$ cat src/hdl/bir_pkg.sv
// shared constants and types of the bilinear resize block
package bir_pkg;

    // fixed geometry and arithmetic precision
    localparam int FRAC_BITS   = 16;
    localparam int MAX_SRC_DIM = 256;
    localparam int MAX_DST_DIM = 4096;

    // field widths
    localparam int PIX_W    = 8;
    localparam int SRC_AW   = $clog2(MAX_SRC_DIM);
    localparam int DST_AW   = 12;
    localparam int SSIZE_W  = 9;
    localparam int DSIZE_W  = 13;
    localparam int CFG_IW   = 2;
    localparam int CFG_DW   = 13;

    // coordinate mapping datapath
    localparam int PROD_W   = SRC_AW + DST_AW;
    localparam int DIVD_W   = PROD_W + FRAC_BITS;
    localparam int QUO_W    = SRC_AW + FRAC_BITS;

    // blend datapath
    localparam int WGT_W    = FRAC_BITS + 1;
    localparam int WPROD_W  = 2 * FRAC_BITS + 1;
    localparam int ACC_W    = 2 * FRAC_BITS + 9;

    // source frame banking by row and column parity
    localparam int NUM_BANKS  = 4;
    localparam int BANK_AW    = 2 * (SRC_AW - 1);
    localparam int BANK_DEPTH = 1 << BANK_AW;

    // queue between front and back
    localparam int QUEUE_DEPTH = 4;
    localparam int QPTR_W      = $clog2(QUEUE_DEPTH);

    // item kinds
    localparam logic MODE_LOAD = 1'b0;
    localparam logic MODE_REQ  = 1'b1;

    // configuration register indexes
    typedef enum logic [CFG_IW-1:0] {
        REG_SRC_WIDTH,
        REG_SRC_HEIGHT,
        REG_DST_WIDTH,
        REG_DST_HEIGHT
    } cfg_reg_t;

    // effective sizes after clamping
    typedef struct packed {
        logic [SSIZE_W-1:0] src_w;
        logic [SSIZE_W-1:0] src_h;
        logic [DSIZE_W-1:0] dst_w;
        logic [DSIZE_W-1:0] dst_h;
    } bir_cfg_t;

    // classified item passed from front to back
    typedef struct packed {
        logic                 is_req;
        logic [SRC_AW-1:0]    x1;
        logic [SRC_AW-1:0]    x2;
        logic [SRC_AW-1:0]    y1;
        logic [SRC_AW-1:0]    y2;
        logic [FRAC_BITS-1:0] fx;
        logic [FRAC_BITS-1:0] fy;
        logic [PIX_W-1:0]     pixel;
        logic [DST_AW-1:0]    col;
        logic [DST_AW-1:0]    row;
    } bir_item_t;

endpackage

$ cat src/hdl/bir_queue.sv
// short queue between front and back ends
module bir_queue (
    input  logic               clk,
    input  logic               rst_n,
    input  logic               push,
    input  bir_pkg::bir_item_t push_item,
    output logic               pop_valid,
    output bir_pkg::bir_item_t pop_item
);

    localparam int QW = bir_pkg::QPTR_W;

    bir_pkg::bir_item_t mem_reg [bir_pkg::QUEUE_DEPTH];
    logic [QW-1:0]      wr_ptr_reg, wr_ptr_next;
    logic [QW-1:0]      rd_ptr_reg, rd_ptr_next;
    logic [QW:0]        count_reg, count_next;
    logic               pop;

    // the back end drains one entry whenever one is waiting
    assign pop       = (count_reg != '0);
    assign pop_valid = pop;
    assign pop_item  = mem_reg[rd_ptr_reg];

    // pointer and fill level update
    always_comb
    begin
        wr_ptr_next = push ? wr_ptr_reg + 1'b1 : wr_ptr_reg;
        rd_ptr_next = pop ? rd_ptr_reg + 1'b1 : rd_ptr_reg;
        count_next  = count_reg + (QW+1)'(push) - (QW+1)'(pop);
    end

    always_ff @(posedge clk or negedge rst_n)
    begin
        if (!rst_n)
        begin
            wr_ptr_reg <= '0;
            rd_ptr_reg <= '0;
            count_reg  <= '0;
        end
        else
        begin
            wr_ptr_reg <= wr_ptr_next;
            rd_ptr_reg <= rd_ptr_next;
            count_reg  <= count_next;
        end
    end

    // entry storage
    always_ff @(posedge clk)
    begin
        if (push)
        begin
            mem_reg[wr_ptr_reg] <= push_item;
        end
    end

    a_no_overflow: assert property (@(posedge clk) disable iff (!rst_n)
        push |-> (count_reg != (QW+1)'(bir_pkg::QUEUE_DEPTH)))
        else $error("queue overflow");

endmodule

$ cat config.mk
export PLATFORM = sky130hd
export DESIGN_NAME = bir_queue
export DESIGN_NICKNAME = d
export VERILOG_FILES = /design/src/hdl/bir_pkg.sv /design/src/hdl/bir_queue.sv
export SDC_FILE = /design/constraint.sdc
export NUM_CORES = 1
export LEC_CHECK = 0
export ABC_AREA = 1
export BUFFER_PORTS_ARGS = -buffer_cell sky130_fd_sc_hd__buf_2
export CAP_MARGIN = 20
export CORE_MARGIN = 4
export CORE_UTILIZATION = 60
export CTS_CLUSTER_SIZE = 12
export DETAILED_ROUTE_END_ITERATION = 7
export HOLD_SLACK_MARGIN = 0.08
export PLACE_DENSITY = 0.89
export SLEW_MARGIN = 25
export SYNTH_ARGS = -nofsm -noshare
export SYNTH_HDL_FRONTEND = slang
export SYNTH_SLANG_ARGS = --single-unit
$ cat constraint.sdc
create_clock -name clk -period 9.14 [get_ports clk]
set_clock_uncertainty 0.05 [all_clocks]
set_input_delay 1.828 -clock clk [delete_from_list [all_inputs] [get_ports clk]]
set_output_delay 1.828 -clock clk [all_outputs]
set_load 0.03 [all_outputs]
==> flow_summary.yaml <==
drt:
  first_pass_iters: 5
  routed_via_density: 5.06
  vias: 10893
  drt_iter0_markers: 940
  ant_nets: 0
  wl_mm: 34.3
  drc: 0
  wl_per_cell_um: 15.9
die:
  die_h_um: 175
  fp.dieW_um: 175
  rows: 60
  die-area_um2: 30600
  start_util: 0.616
  coreArea_um2: 27200
  num_io_pins: 198
clock_tree:
  clk_pin_slew_worst_paths_ps: 60
  htree_levels: 2
  ctsHoldBuffers: 0
  cts_tree: "done"
  cts_resized: 0
  clock_latency_ps: 520
  ctsRootBufferMaster: "clkbuf_16"
  clock_sinks: 395
  numCtsBuffers: 41
  clockBufferDepth: 3
  cts_setup_buffers: 0
sta:
  final_max_slew_viol_count: 0
  worst_slew_pin_slew_ps: 953
  tns_ps: 0
  final-hold-violation-count: 0
  rsz0062_at_grt: "no"
  finalCritPeriodShare: 0.577
  fin_crit_ps: 5270
  max-slew-margin-rel: 0.364
  finalSetupViolations: 0
  worst_slack_ps: 3870
  max_freq_mhz: 190
place:
  routabilityCongestion: 0.737
  place_worst_setup_slack_ps: 4410
  io_buffers: 197
  dpl.hpwl_mm: 19.9
logic_synthesis:
  netlist_area_um2: 16700
  synth_cell_types: 16
  ys_warn_count: 0
  syn_avg_cell_area_um2: 10.7
  synth_top_cells_by_area: "edfxtp_1 (70%), nand2_1 (11%), inv_1 (9.0%)"
  yosysTopAreaCell: "edfxtp_1"
  synthDominantCellAreaShare: 0.696
  ys_seq_area_frac: 0.706
  ys_ff_latch: 395
  syn_inst: 1572
  syn_nets: 1679
worst_setup_path:
  critPathMaxFanout: 117
  crit_path_max_incr_delay_ps: 790
  reg2regPathDepth: 5
  critical_path.endpoint_type: "primary output"
  r2r-end: "mem_reg[0][57]"
  critPathLaunch: "rd_ptr_reg[0]"
  worst-setup-path-type: "register to primary output"
  cp-start-kind: "register"
  crit_required_ps: 7260
  slowest_stage: "buf_4"
  critPathBufInv: 3
  crit_path_cell_trace: "inv_6, buf_4, nand2_1, nand3_1, nand2_1, buf_2"
  cpMostUsedCell: "nand2_1"
  rrSetupSlack_ps: 6630
  r2r-start: "wr_ptr_reg[1]"
  critPathTopFamily: "buffers and inverters"
  crit_cells: 6
  cp-endpoint: "pop_item[45]"
  worst_ep_arrival_time_ps: 3390
layout:
  largest_reg_flops: 388
  fin_nets: 1863
  area_growth_pct: 13.9
  drive_above_1_share: 0.147
grt:
  grt_pass1_vias: 10970
  grt_usage: 0.222
  antenna_found_initial: 4
  grt_max_degree: 118
  gr-total-overflow: 0
  grt_pass1_wl_mm: 54.2
power_and_ir_drop:
  leakage_nw: 8.95
  p_per_area_nw_per_um2: 343
  max-vdd-ir-drop_uv: 248
flow_run:
  max_cap_violations: 0
hold_path:
  hold_class: "register to register"
  hp-start: "count_reg[1]"
outcome:
  status: "complete, no violations"
## per-layer routing
| layer | wire, um | part of all wire | vias up | global-route usage |
|---|---|---|---|---|
| met5 | 34 | 0.00099 | - | 0 |
| met3 | 2320 | 0.068 | 70 | 0.0400 |
| met2 | 17800 | 0.52 | 391 | 0.402 |
| met4 | 904 | 0.026 | 4 | 0.0805 |
| met1 | 13300 | 0.39 | 5170 | 0.267 |
| li1 | - | - | 5258 | - |
## synthesized netlist by cell type
cell type  instances
buf_4              8
inv_1            400
o21ai_1            1
buf_2             33
xor2_1             1
buf_6             14
nand3_1          197
clkbuf_1           9
nand2_1          503
edfxtp_1         388
nor2_1             1
inv_4              2
fa_1               1
dfrtp_1            7
buf_1              1
ha_1               6
## tightest hold or removal path: stages (launching register included)
cell     delay [ps]
dfrtp_1         370
nand2_1          60
nand2_1          50
## how the worst min path moves through the flow
| stage | end | slack, ps | depth (start not counted) |
|---|---|---|---|
| finish | count_reg[2] | 470 | 2 |
| global route | count_reg[2] | 490 | 2 |
| CTS | count_reg[2] | 470 | 2 |
| detailed placement | count_reg[2] | 440 | 2 |
| global placement | count_reg[2] | 430 | 2 |
| floorplan | count_reg[2] | 410 | 2 |
## per-stage QoR
stage               hold slack (ps)  power [mW]  cells  instance area, um^2  utilization
finish                          465        6.55   2154                19100        0.702
global route                    495        6.92   2153                19100        0.702
CTS                             466        6.59   2151                19100        0.702
detailed placement              441        5.09   2085                17900        0.657
global placement                429        5.00   2085                17900        0.657
floorplan                       412        4.42   1572                16700            -
## final cells by class
class / instances / area, um^2
Antenna cell: 3 / 7.51
Clock buffer: 56 / 1120
Clock inverter: 10 / 73.8
Fill cell: 1854 / 8100
Inverter: 402 / 1530
Multi-Input combinational cell: 710 / 2990
Sequential cell: 395 / 11800
Tap cell: 372 / 465
Timing Repair Buffer: 206 / 1050
## logic make-up after synthesis
kind of cell,share of synthesized area
DFF,0.706
buffers and inverters,0.116
AOI/OAI and AO/OA,0.000299
and+or+nand+nor,0.172
xor gates and xnor gates,0.000523
adders and majority gates,0.00568
## power breakdown
part | internal [mW] | total, mW | switching, mW
Combinational | 0.629 | 2.52 | 1.89
Sequential | 2.38 | 2.52 | 0.147
Clock | 0.881 | 1.50 | 0.620
Total | 3.89 | 6.55 | 2.66
## cells in the final DEF (no fill, tap or decap), drive strengths merged, types with 3 or more instances in the layout
cell type  instances
buf              206
clkbuf            56
clkinv             7
dfrtp              7
diode              3
edfxtp           388
ha                 6
inv              403
nand2            503
nand3            197
Note: power is estimated with default switching activity, not from simulation.
