$ cat src/hdl/bir_pkg.sv
// shared constants and types of the bilinear resize block
package bir_pkg;

    // fixed geometry and arithmetic precision
    localparam int FRAC_BITS   = 16;
    localparam int MAX_SRC_DIM = 256;
    localparam int MAX_DST_DIM = 4096;

    // field widths
    localparam int PIX_W    = 8;
    localparam int SRC_AW   = $clog2(MAX_SRC_DIM);
    localparam int DST_AW   = 12;
    localparam int SSIZE_W  = 9;
    localparam int DSIZE_W  = 13;
    localparam int CFG_IW   = 2;
    localparam int CFG_DW   = 13;

    // coordinate mapping datapath
    localparam int PROD_W   = SRC_AW + DST_AW;
    localparam int DIVD_W   = PROD_W + FRAC_BITS;
    localparam int QUO_W    = SRC_AW + FRAC_BITS;

    // blend datapath
    localparam int WGT_W    = FRAC_BITS + 1;
    localparam int WPROD_W  = 2 * FRAC_BITS + 1;
    localparam int ACC_W    = 2 * FRAC_BITS + 9;

    // source frame banking by row and column parity
    localparam int NUM_BANKS  = 4;
    localparam int BANK_AW    = 2 * (SRC_AW - 1);
    localparam int BANK_DEPTH = 1 << BANK_AW;

    // queue between front and back
    localparam int QUEUE_DEPTH = 4;
    localparam int QPTR_W      = $clog2(QUEUE_DEPTH);

    // item kinds
    localparam logic MODE_LOAD = 1'b0;
    localparam logic MODE_REQ  = 1'b1;

    // configuration register indexes
    typedef enum logic [CFG_IW-1:0] {
        REG_SRC_WIDTH,
        REG_SRC_HEIGHT,
        REG_DST_WIDTH,
        REG_DST_HEIGHT
    } cfg_reg_t;

    // effective sizes after clamping
    typedef struct packed {
        logic [SSIZE_W-1:0] src_w;
        logic [SSIZE_W-1:0] src_h;
        logic [DSIZE_W-1:0] dst_w;
        logic [DSIZE_W-1:0] dst_h;
    } bir_cfg_t;

    // classified item passed from front to back
    typedef struct packed {
        logic                 is_req;
        logic [SRC_AW-1:0]    x1;
        logic [SRC_AW-1:0]    x2;
        logic [SRC_AW-1:0]    y1;
        logic [SRC_AW-1:0]    y2;
        logic [FRAC_BITS-1:0] fx;
        logic [FRAC_BITS-1:0] fy;
        logic [PIX_W-1:0]     pixel;
        logic [DST_AW-1:0]    col;
        logic [DST_AW-1:0]    row;
    } bir_item_t;

endpackage

$ cat src/hdl/bir_div.sv
// pipelined restoring divider, one quotient bit per stage
module bir_div #(
    parameter int NW = 36,
    parameter int QW = 24,
    parameter int TW = 8
) (
    input  logic          clk,
    input  logic          rst_n,
    input  logic          in_valid,
    input  logic [NW-1:0] dividend,
    input  logic [NW-QW-1:0] divisor,
    input  logic [TW-1:0] in_tag,
    output logic          out_valid,
    output logic [QW-1:0] quotient,
    output logic [TW-1:0] out_tag
);

    localparam int DW = NW - QW;

    logic          v_reg   [QW];
    logic [DW-1:0] rem_reg [QW];
    logic [QW-1:0] low_reg [QW];
    logic [DW-1:0] dsr_reg [QW];
    logic [TW-1:0] tag_reg [QW];

    // quotient fits QW bits as the dividend stays below divisor << QW
    for (genvar k = 0; k < QW; k++)
    begin : g_stage
        logic          v_i;
        logic [DW-1:0] rem_i;
        logic [QW-1:0] low_i;
        logic [DW-1:0] d_i;
        logic [TW-1:0] t_i;
        logic [DW:0]   trial;
        logic [DW:0]   diff;
        logic          ge;

        if (k == 0)
        begin : g_first
            assign v_i   = in_valid;
            assign rem_i = dividend[NW-1:QW];
            assign low_i = dividend[QW-1:0];
            assign d_i   = divisor;
            assign t_i   = in_tag;
        end
        else
        begin : g_next
            assign v_i   = v_reg[k-1];
            assign rem_i = rem_reg[k-1];
            assign low_i = low_reg[k-1];
            assign d_i   = dsr_reg[k-1];
            assign t_i   = tag_reg[k-1];
        end

        // trial subtract of the next dividend bit
        assign trial = {rem_i, low_i[QW-1]};
        assign diff  = trial - {1'b0, d_i};
        assign ge    = (trial >= {1'b0, d_i});

        always_ff @(posedge clk or negedge rst_n)
        begin
            if (!rst_n)
            begin
                v_reg[k] <= 1'b0;
            end
            else
            begin
                v_reg[k] <= v_i;
            end
        end

        always_ff @(posedge clk)
        begin
            rem_reg[k] <= ge ? diff[DW-1:0] : trial[DW-1:0];
            low_reg[k] <= {low_i[QW-2:0], ge};
            dsr_reg[k] <= d_i;
            tag_reg[k] <= t_i;
        end
    end

    assign out_valid = v_reg[QW-1];
    assign quotient  = low_reg[QW-1];
    assign out_tag   = tag_reg[QW-1];

endmodule

$ cat src/hdl/bir_front.sv
// front end: captures transactions and maps destination to source coordinates
module bir_front (
    input  logic                              clk,
    input  logic                              rst_n,
    input  logic                              in_valid,
    input  logic                              mode,
    input  logic [bir_pkg::SRC_AW-1:0]        src_col,
    input  logic [bir_pkg::SRC_AW-1:0]        src_row,
    input  logic [bir_pkg::PIX_W-1:0]         src_pixel,
    input  logic [bir_pkg::DST_AW-1:0]        dst_col,
    input  logic [bir_pkg::DST_AW-1:0]        dst_row,
    input  bir_pkg::bir_cfg_t                 cfg,
    output logic                              item_valid,
    output bir_pkg::bir_item_t                item
);

    localparam int SA = bir_pkg::SRC_AW;
    localparam int DA = bir_pkg::DST_AW;
    localparam int F  = bir_pkg::FRAC_BITS;
    localparam int PW = bir_pkg::PIX_W;
    localparam int XTW = 1 + DA + SA + PW + 1;
    localparam int YTW = DA + SA + 1;

    logic          v0_reg;
    logic          mode_reg;
    logic [SA-1:0] scol_reg;
    logic [SA-1:0] srow_reg;
    logic [PW-1:0] spix_reg;
    logic [DA-1:0] dcol_reg;
    logic [DA-1:0] drow_reg;

    logic [bir_pkg::DSIZE_W-1:0] dlast_x, dlast_y;
    logic [bir_pkg::SSIZE_W-1:0] slast_x, slast_y;
    logic [DA-1:0]               dcx, dcy;
    logic [bir_pkg::PROD_W-1:0]  prod_x, prod_y;
    logic                        zero_x, zero_y;

    logic                        vx, vy;
    logic [bir_pkg::QUO_W-1:0]   qx, qy;
    logic [XTW-1:0]              xtag;
    logic [YTW-1:0]              ytag;

    logic                        t_mode;
    logic [DA-1:0]               t_dcol, t_drow;
    logic [SA-1:0]               t_scol, t_srow;
    logic [PW-1:0]               t_spix;
    logic                        t_zx, t_zy;
    logic [SA-1:0]               x1, y1, x2, y2, x1_raw, y1_raw;
    logic [F-1:0]                fx, fy;

    logic                        item_valid_reg;
    bir_pkg::bir_item_t          item_reg, item_next;

    // input capture
    always_ff @(posedge clk or negedge rst_n)
    begin
        if (!rst_n)
        begin
            v0_reg <= 1'b0;
        end
        else
        begin
            v0_reg <= in_valid;
        end
    end

    always_ff @(posedge clk)
    begin
        mode_reg <= mode;
        scol_reg <= src_col;
        srow_reg <= src_row;
        spix_reg <= src_pixel;
        dcol_reg <= dst_col;
        drow_reg <= dst_row;
    end

    // clamp request to destination size and form (src-1)*d
    always_comb
    begin
        dlast_x = cfg.dst_w - 13'd1;
        dlast_y = cfg.dst_h - 13'd1;
        slast_x = cfg.src_w - 9'd1;
        slast_y = cfg.src_h - 9'd1;
        dcx = ({1'b0, dcol_reg} > dlast_x) ? dlast_x[DA-1:0] : dcol_reg;
        dcy = ({1'b0, drow_reg} > dlast_y) ? dlast_y[DA-1:0] : drow_reg;
        prod_x = bir_pkg::PROD_W'(slast_x[SA-1:0]) * bir_pkg::PROD_W'(dcx);
        prod_y = bir_pkg::PROD_W'(slast_y[SA-1:0]) * bir_pkg::PROD_W'(dcy);
        zero_x = (cfg.dst_w == 13'd1);
        zero_y = (cfg.dst_h == 13'd1);
    end

    // column divider carries the transaction kind, the column fields and the source pixel
    bir_div #(
        .NW(bir_pkg::DIVD_W),
        .QW(bir_pkg::QUO_W),
        .TW(XTW)
    ) u_div_x (
        .clk      (clk),
        .rst_n    (rst_n),
        .in_valid (v0_reg),
        .dividend ({prod_x, {F{1'b0}}}),
        .divisor  (dlast_x[DA-1:0]),
        .in_tag   ({mode_reg, dcol_reg, scol_reg, spix_reg, zero_x}),
        .out_valid(vx),
        .quotient (qx),
        .out_tag  (xtag)
    );

    // row divider carries the row fields
    bir_div #(
        .NW(bir_pkg::DIVD_W),
        .QW(bir_pkg::QUO_W),
        .TW(YTW)
    ) u_div_y (
        .clk      (clk),
        .rst_n    (rst_n),
        .in_valid (v0_reg),
        .dividend ({prod_y, {F{1'b0}}}),
        .divisor  (dlast_y[DA-1:0]),
        .in_tag   ({drow_reg, srow_reg, zero_y}),
        .out_valid(vy),
        .quotient (qy),
        .out_tag  (ytag)
    );

    // split coordinates into integer and fraction, clamp neighbours to the edge
    always_comb
    begin
        {t_mode, t_dcol, t_scol, t_spix, t_zx} = xtag;
        {t_drow, t_srow, t_zy}                 = ytag;
        x1_raw = t_zx ? '0 : qx[bir_pkg::QUO_W-1:F];
        y1_raw = t_zy ? '0 : qy[bir_pkg::QUO_W-1:F];
        fx     = t_zx ? '0 : qx[F-1:0];
        fy     = t_zy ? '0 : qy[F-1:0];
        x1 = (x1_raw > slast_x[SA-1:0]) ? slast_x[SA-1:0] : x1_raw;
        y1 = (y1_raw > slast_y[SA-1:0]) ? slast_y[SA-1:0] : y1_raw;
        x2 = ((bir_pkg::SSIZE_W'(x1) + 9'd1) >= cfg.src_w) ? slast_x[SA-1:0] : x1 + 1'b1;
        y2 = ((bir_pkg::SSIZE_W'(y1) + 9'd1) >= cfg.src_h) ? slast_y[SA-1:0] : y1 + 1'b1;

        item_next.is_req = (t_mode == bir_pkg::MODE_REQ);
        item_next.x1     = item_next.is_req ? x1 : t_scol;
        item_next.y1     = item_next.is_req ? y1 : t_srow;
        item_next.x2     = x2;
        item_next.y2     = y2;
        item_next.fx     = fx;
        item_next.fy     = fy;
        item_next.pixel  = t_spix;
        item_next.col    = t_dcol;
        item_next.row    = t_drow;
    end

    // classified item register
    always_ff @(posedge clk or negedge rst_n)
    begin
        if (!rst_n)
        begin
            item_valid_reg <= 1'b0;
        end
        else
        begin
            item_valid_reg <= vx;
        end
    end

    always_ff @(posedge clk)
    begin
        item_reg <= item_next;
    end

    assign item_valid = item_valid_reg;
    assign item       = item_reg;

    // both dividers run in lockstep
    a_div_lockstep: assert property (@(posedge clk) disable iff (!rst_n) vx == vy)
        else $error("column and row dividers out of step");

endmodule

$ cat config.mk
export PLATFORM = sky130hd
export DESIGN_NAME = bir_front
export DESIGN_NICKNAME = d
export VERILOG_FILES = /design/src/hdl/bir_pkg.sv /design/src/hdl/bir_div.sv /design/src/hdl/bir_front.sv
export SDC_FILE = /design/constraint.sdc
export NUM_CORES = 2
export LEC_CHECK = 0
export BUFFER_PORTS_ARGS = -buffer_cell sky130_fd_sc_hd__buf_2
export CORE_ASPECT_RATIO = 1.4
export CORE_MARGIN = 3
export CORE_UTILIZATION = 30
export CTS_BUF_LIST = sky130_fd_sc_hd__clkbuf_8
export CTS_CLUSTER_DIAMETER = 50
export DETAILED_ROUTE_END_ITERATION = 7
export GPL_ROUTABILITY_DRIVEN = 0
export GPL_TIMING_DRIVEN = 0
export PLACE_DENSITY_LB_ADDON = 0.05
export SETUP_SLACK_MARGIN = 0.4
export SYNTH_ARGS = -nofsm -noshare
export SYNTH_HDL_FRONTEND = slang
export SYNTH_SLANG_ARGS = --single-unit
$ cat constraint.sdc
create_clock -name clk -period 16.21 [get_ports clk]
set_clock_uncertainty 0.05 [all_clocks]
set_input_delay 1.621 -clock clk [delete_from_list [all_inputs] [get_ports clk]]
set_output_delay 1.621 -clock clk [all_outputs]
set_load 0.005 [all_outputs]
==> summary.md <==
| Metric | Value |
|---|---|
| Status | `completed` |
| Syn Nets | `9,777` |
| Pwr Total | `28.5 mW` |
| Synth Register Bits | `3,156` |
| Largest family of logic cells by synthesized area | `adder cells` |
| Peak per-stage delay on the critical path | `0.56 ns` |
| Layout cells sized above 1 | `0.131` |
| Num ports | `194` |
| Final Hold Fails | `0` |
| Reg area | `63,300 µm²` |
| Post-CTS Hold Buffers | `0` |
| Starting density of the core | `0.302` |
| Yosys top cell area share | `0.606` |
| Cell Pwr Density | `236 nW/µm²` |
| GR Overflow Total | `0` |
| First-pass GRT wire length | `352,000 µm` |
| Hpwl dp | `166,000 µm` |
| Critical path's most frequent cell | `inv_1` |
| PortBufs | `192` |
| Most area-consuming cells after synthesis | `dfxtp_1, ha_1, inv_1` |
| Post-Synth XOR/XNOR Area | `0.0323` |
| Final wirelength | `223,000 µm` |
| Die footprint | `352,000 µm²` |
| Arrival time at the worst endpoint | `12.27 ns` |
| Mux share of post-synthesis cell area | `0.0384` |
| Total GRT Usage | `0.126` |
| Met3 wire len | `9610 µm` |
| Layout Nets | `10.5k` |
| CTS tree | `yes` |
| Clk pin slew, worst setup/hold paths | `0.06 ns` |
| DR iter-0 viols | `2,058` |
| Crit share post-route | `0.707` |
| CTS root buf | `clkbuf_8` |
| Max-slew violation count | `0` |
| Layout area overhead | `16.8%` |
| Dpl ws | `3.72 ns` |
| CP max FO | `10` |
| Library cells used by synthesis | `89` |
| Highest metal used | `met5` |
| Slowest CP cell | `xor2_1` |
| Die W | `502 µm` |
| Max FFs per register | `720` |
| Num CTS Buffers | `530` |
| Simple-gate area share of the yosys netlist | `0.0788` |
| Max H-tree Level | `6` |
| Adder-cell share of the synthesized area | `0.118` |
| Sink Count | `3,156` |
| Die Span Y | `701 µm` |
| Clock Tree Buf Depth | `4` |
| Measured slew at the worst slew-check pin | `1.31 ns` |
| Final WS setup | `4.75 ns` |
| Core Area | `343,000 µm²` |
| Critical Path Start Type | `input pin` |
| WP data required | `17.02 ns` |
| Routed vias/inst | `4.24` |
| Post-cts sizing count | `0` |
| Maximum vdd ir drop | `0.000150 V` |
| Largest net degree at the start of global routing | `27` |
| Netlist Area Pre-Place | `103,000 µm²` |
| WHS | `0.242 ns` |
| # fillers | `34.0k` |
| WS Path Type | `in -> reg` |
| Compound-gate portion of the synthesized area | `0.0810` |
| Met1 wire length | `78,900 µm` |
| Post-route insts no fill | `14.4k` |
| Endpoints failing setup | `0` |
| Multi-input gate area | `36,100 µm²` |
| Cells after DPL | `13.5k` |
| Hold/Removal Path Class | `reg -> reg` |
| Clock Latency Late Sink | `1.02 ns` |
| Critical path endpoint category | `register` |
| Initial antenna violation count | `10` |
| Pleak | `55.0 nW` |
| Slew headroom | `0.114` |
| Routed len/inst | `15.5 µm` |
| Warnings, synthesis | `0` |
| Post-synth EDFFs | `0` |
| RSZ-0062 raised after global routing | `no` |
| Sequential share of the synthesized area | `0.612` |
| Syn_area_per_cell | `11.7 µm²` |
| Vias in the first global route | `66.6k` |
| Min Tclk post-route | `11.46 ns` |
| Post-route ant nets | `0` |
| Top-count cell post-synth | `dfxtp_1` |
| Maxcap violations | `0` |
| Drt drc | `0` |
| First drt pass iteration count | `7` |
| Max Fclk | `0.0873 GHz` |
| Post-CTS setup buffers | `0` |
| Sum Neg Setup Slack | `0 ns` |
| Most common flop cell mapped by yosys | `dfxtp_1` |
| Post-Syn Instances | `8,805` |
| Synth area leader | `dfxtp_1` |
| Post-synth top cells | `dfxtp_1, inv_1, ha_1` |
| Via count | `61.1k` |
| DR WL met2 | `124,000 µm` |
| Fraction of registers with async set/reset | `0.00824` |
| Row cnt | `254` |
## per-stage QoR
stage / area, µm² / util
6_report: 121000 / 0.353
5_1_grt: 121000 / 0.353
4_1_cts: 121000 / 0.353
3_5_place_dp: 110000 / 0.321
3_3_place_gp: 110000 / 0.321
2_1_floorplan: 103000 / -
## cell type report
| cell class | count | area share |
|---|---|---|
| Clock inverter | 286 | 0.0169 |
| Clock buffer | 637 | 0.0726 |
| Sequential cell | 3156 | 0.524 |
| Buffer | 97 | 0.00345 |
| Tap cell | 4480 | 0.0464 |
| Inverter | 965 | 0.0300 |
| Antenna cell | 9 | 0.000186 |
| Timing Repair Buffer | 192 | 0.00795 |
| Multi-Input combinational cell | 4587 | 0.299 |
## final timing paths
path / from / endpoint / slack [ns] / cells after the start
worst min-delay path: u_div_x.low_reg[2][60]$_DFF_P_ / u_div_x.low_reg[2][85]$_DFF_P_ / 0.24 / 0
max in group asynchronous: rst_n / u_div_x.g_stage[14].v_i$_DFF_PN0_ / 15.18 / 1
worst max register to register: drow_reg[1]$_DFF_P_ / u_div_y.rem_reg[0][8]$_DFF_P_ / 6.76 / 37
min in group asynchronous: rst_n / u_div_x.g_stage[1].v_i$_DFF_PN0_ / 0.56 / 1
worst max-delay path: cfg[0] / u_div_y.rem_reg[0][8]$_DFF_P_ / 4.75 / 42
worst min register to register: u_div_x.low_reg[2][60]$_DFF_P_ / u_div_x.low_reg[2][85]$_DFF_P_ / 0.24 / 0
## critical path, delay by kind of cell
family | cells | cell delay, ns
adders and majority gates | 8 | 3.45
xor gates and xnor gates | 2 | 0.81
buffers and inverters | 10 | 1.25
and+or+nand+nor | 9 | 2.39
muxes | 1 | 0.47
AOI/OAI and AO/OA | 12 | 2.25
## kinds of logic (layout without fill, tap and decap cells)
family | count (synthesis) | in the layout
compound gates | 1291 | 1291
other cells | 0 | 9
flops | 3156 | 3156
mux | 341 | 341
fa+ha+maj | 878 | 878
simple gates | 1697 | 1697
xor+xnor | 380 | 380
buf+inv | 1062 | 2177
## where the power goes
part	internal, mW	switching (mW)	total [mW]
Clock	3.93	3.14	7.07
Sequential	9.80	0.761	10.6
Combinational	4.81	6.11	10.9
Total	18.5	10.0	28.5
## layout by cell type, fill, tap and decap left out, types with 158 or more instances in the layout
cell and count:
dfxtp_1 3130, buf_2 192, a21o_1 190, inv_1 1128, mux2_2 245, xnor2_1 227, nor2_1 507, clkbuf_8 637
a21oi_1 216, ha_1 710, fa_1 166, nand2_1 421, nor2b_1 158, o21ai_0 378
## per-layer routing
layer	vias to the layer above	track usage
met5	-	0
met4	4	0.0628
met3	599	0.0275
met2	1111	0.253
met1	28700	0.117
li1	30700	-
(Power assumes the default switching activity.)
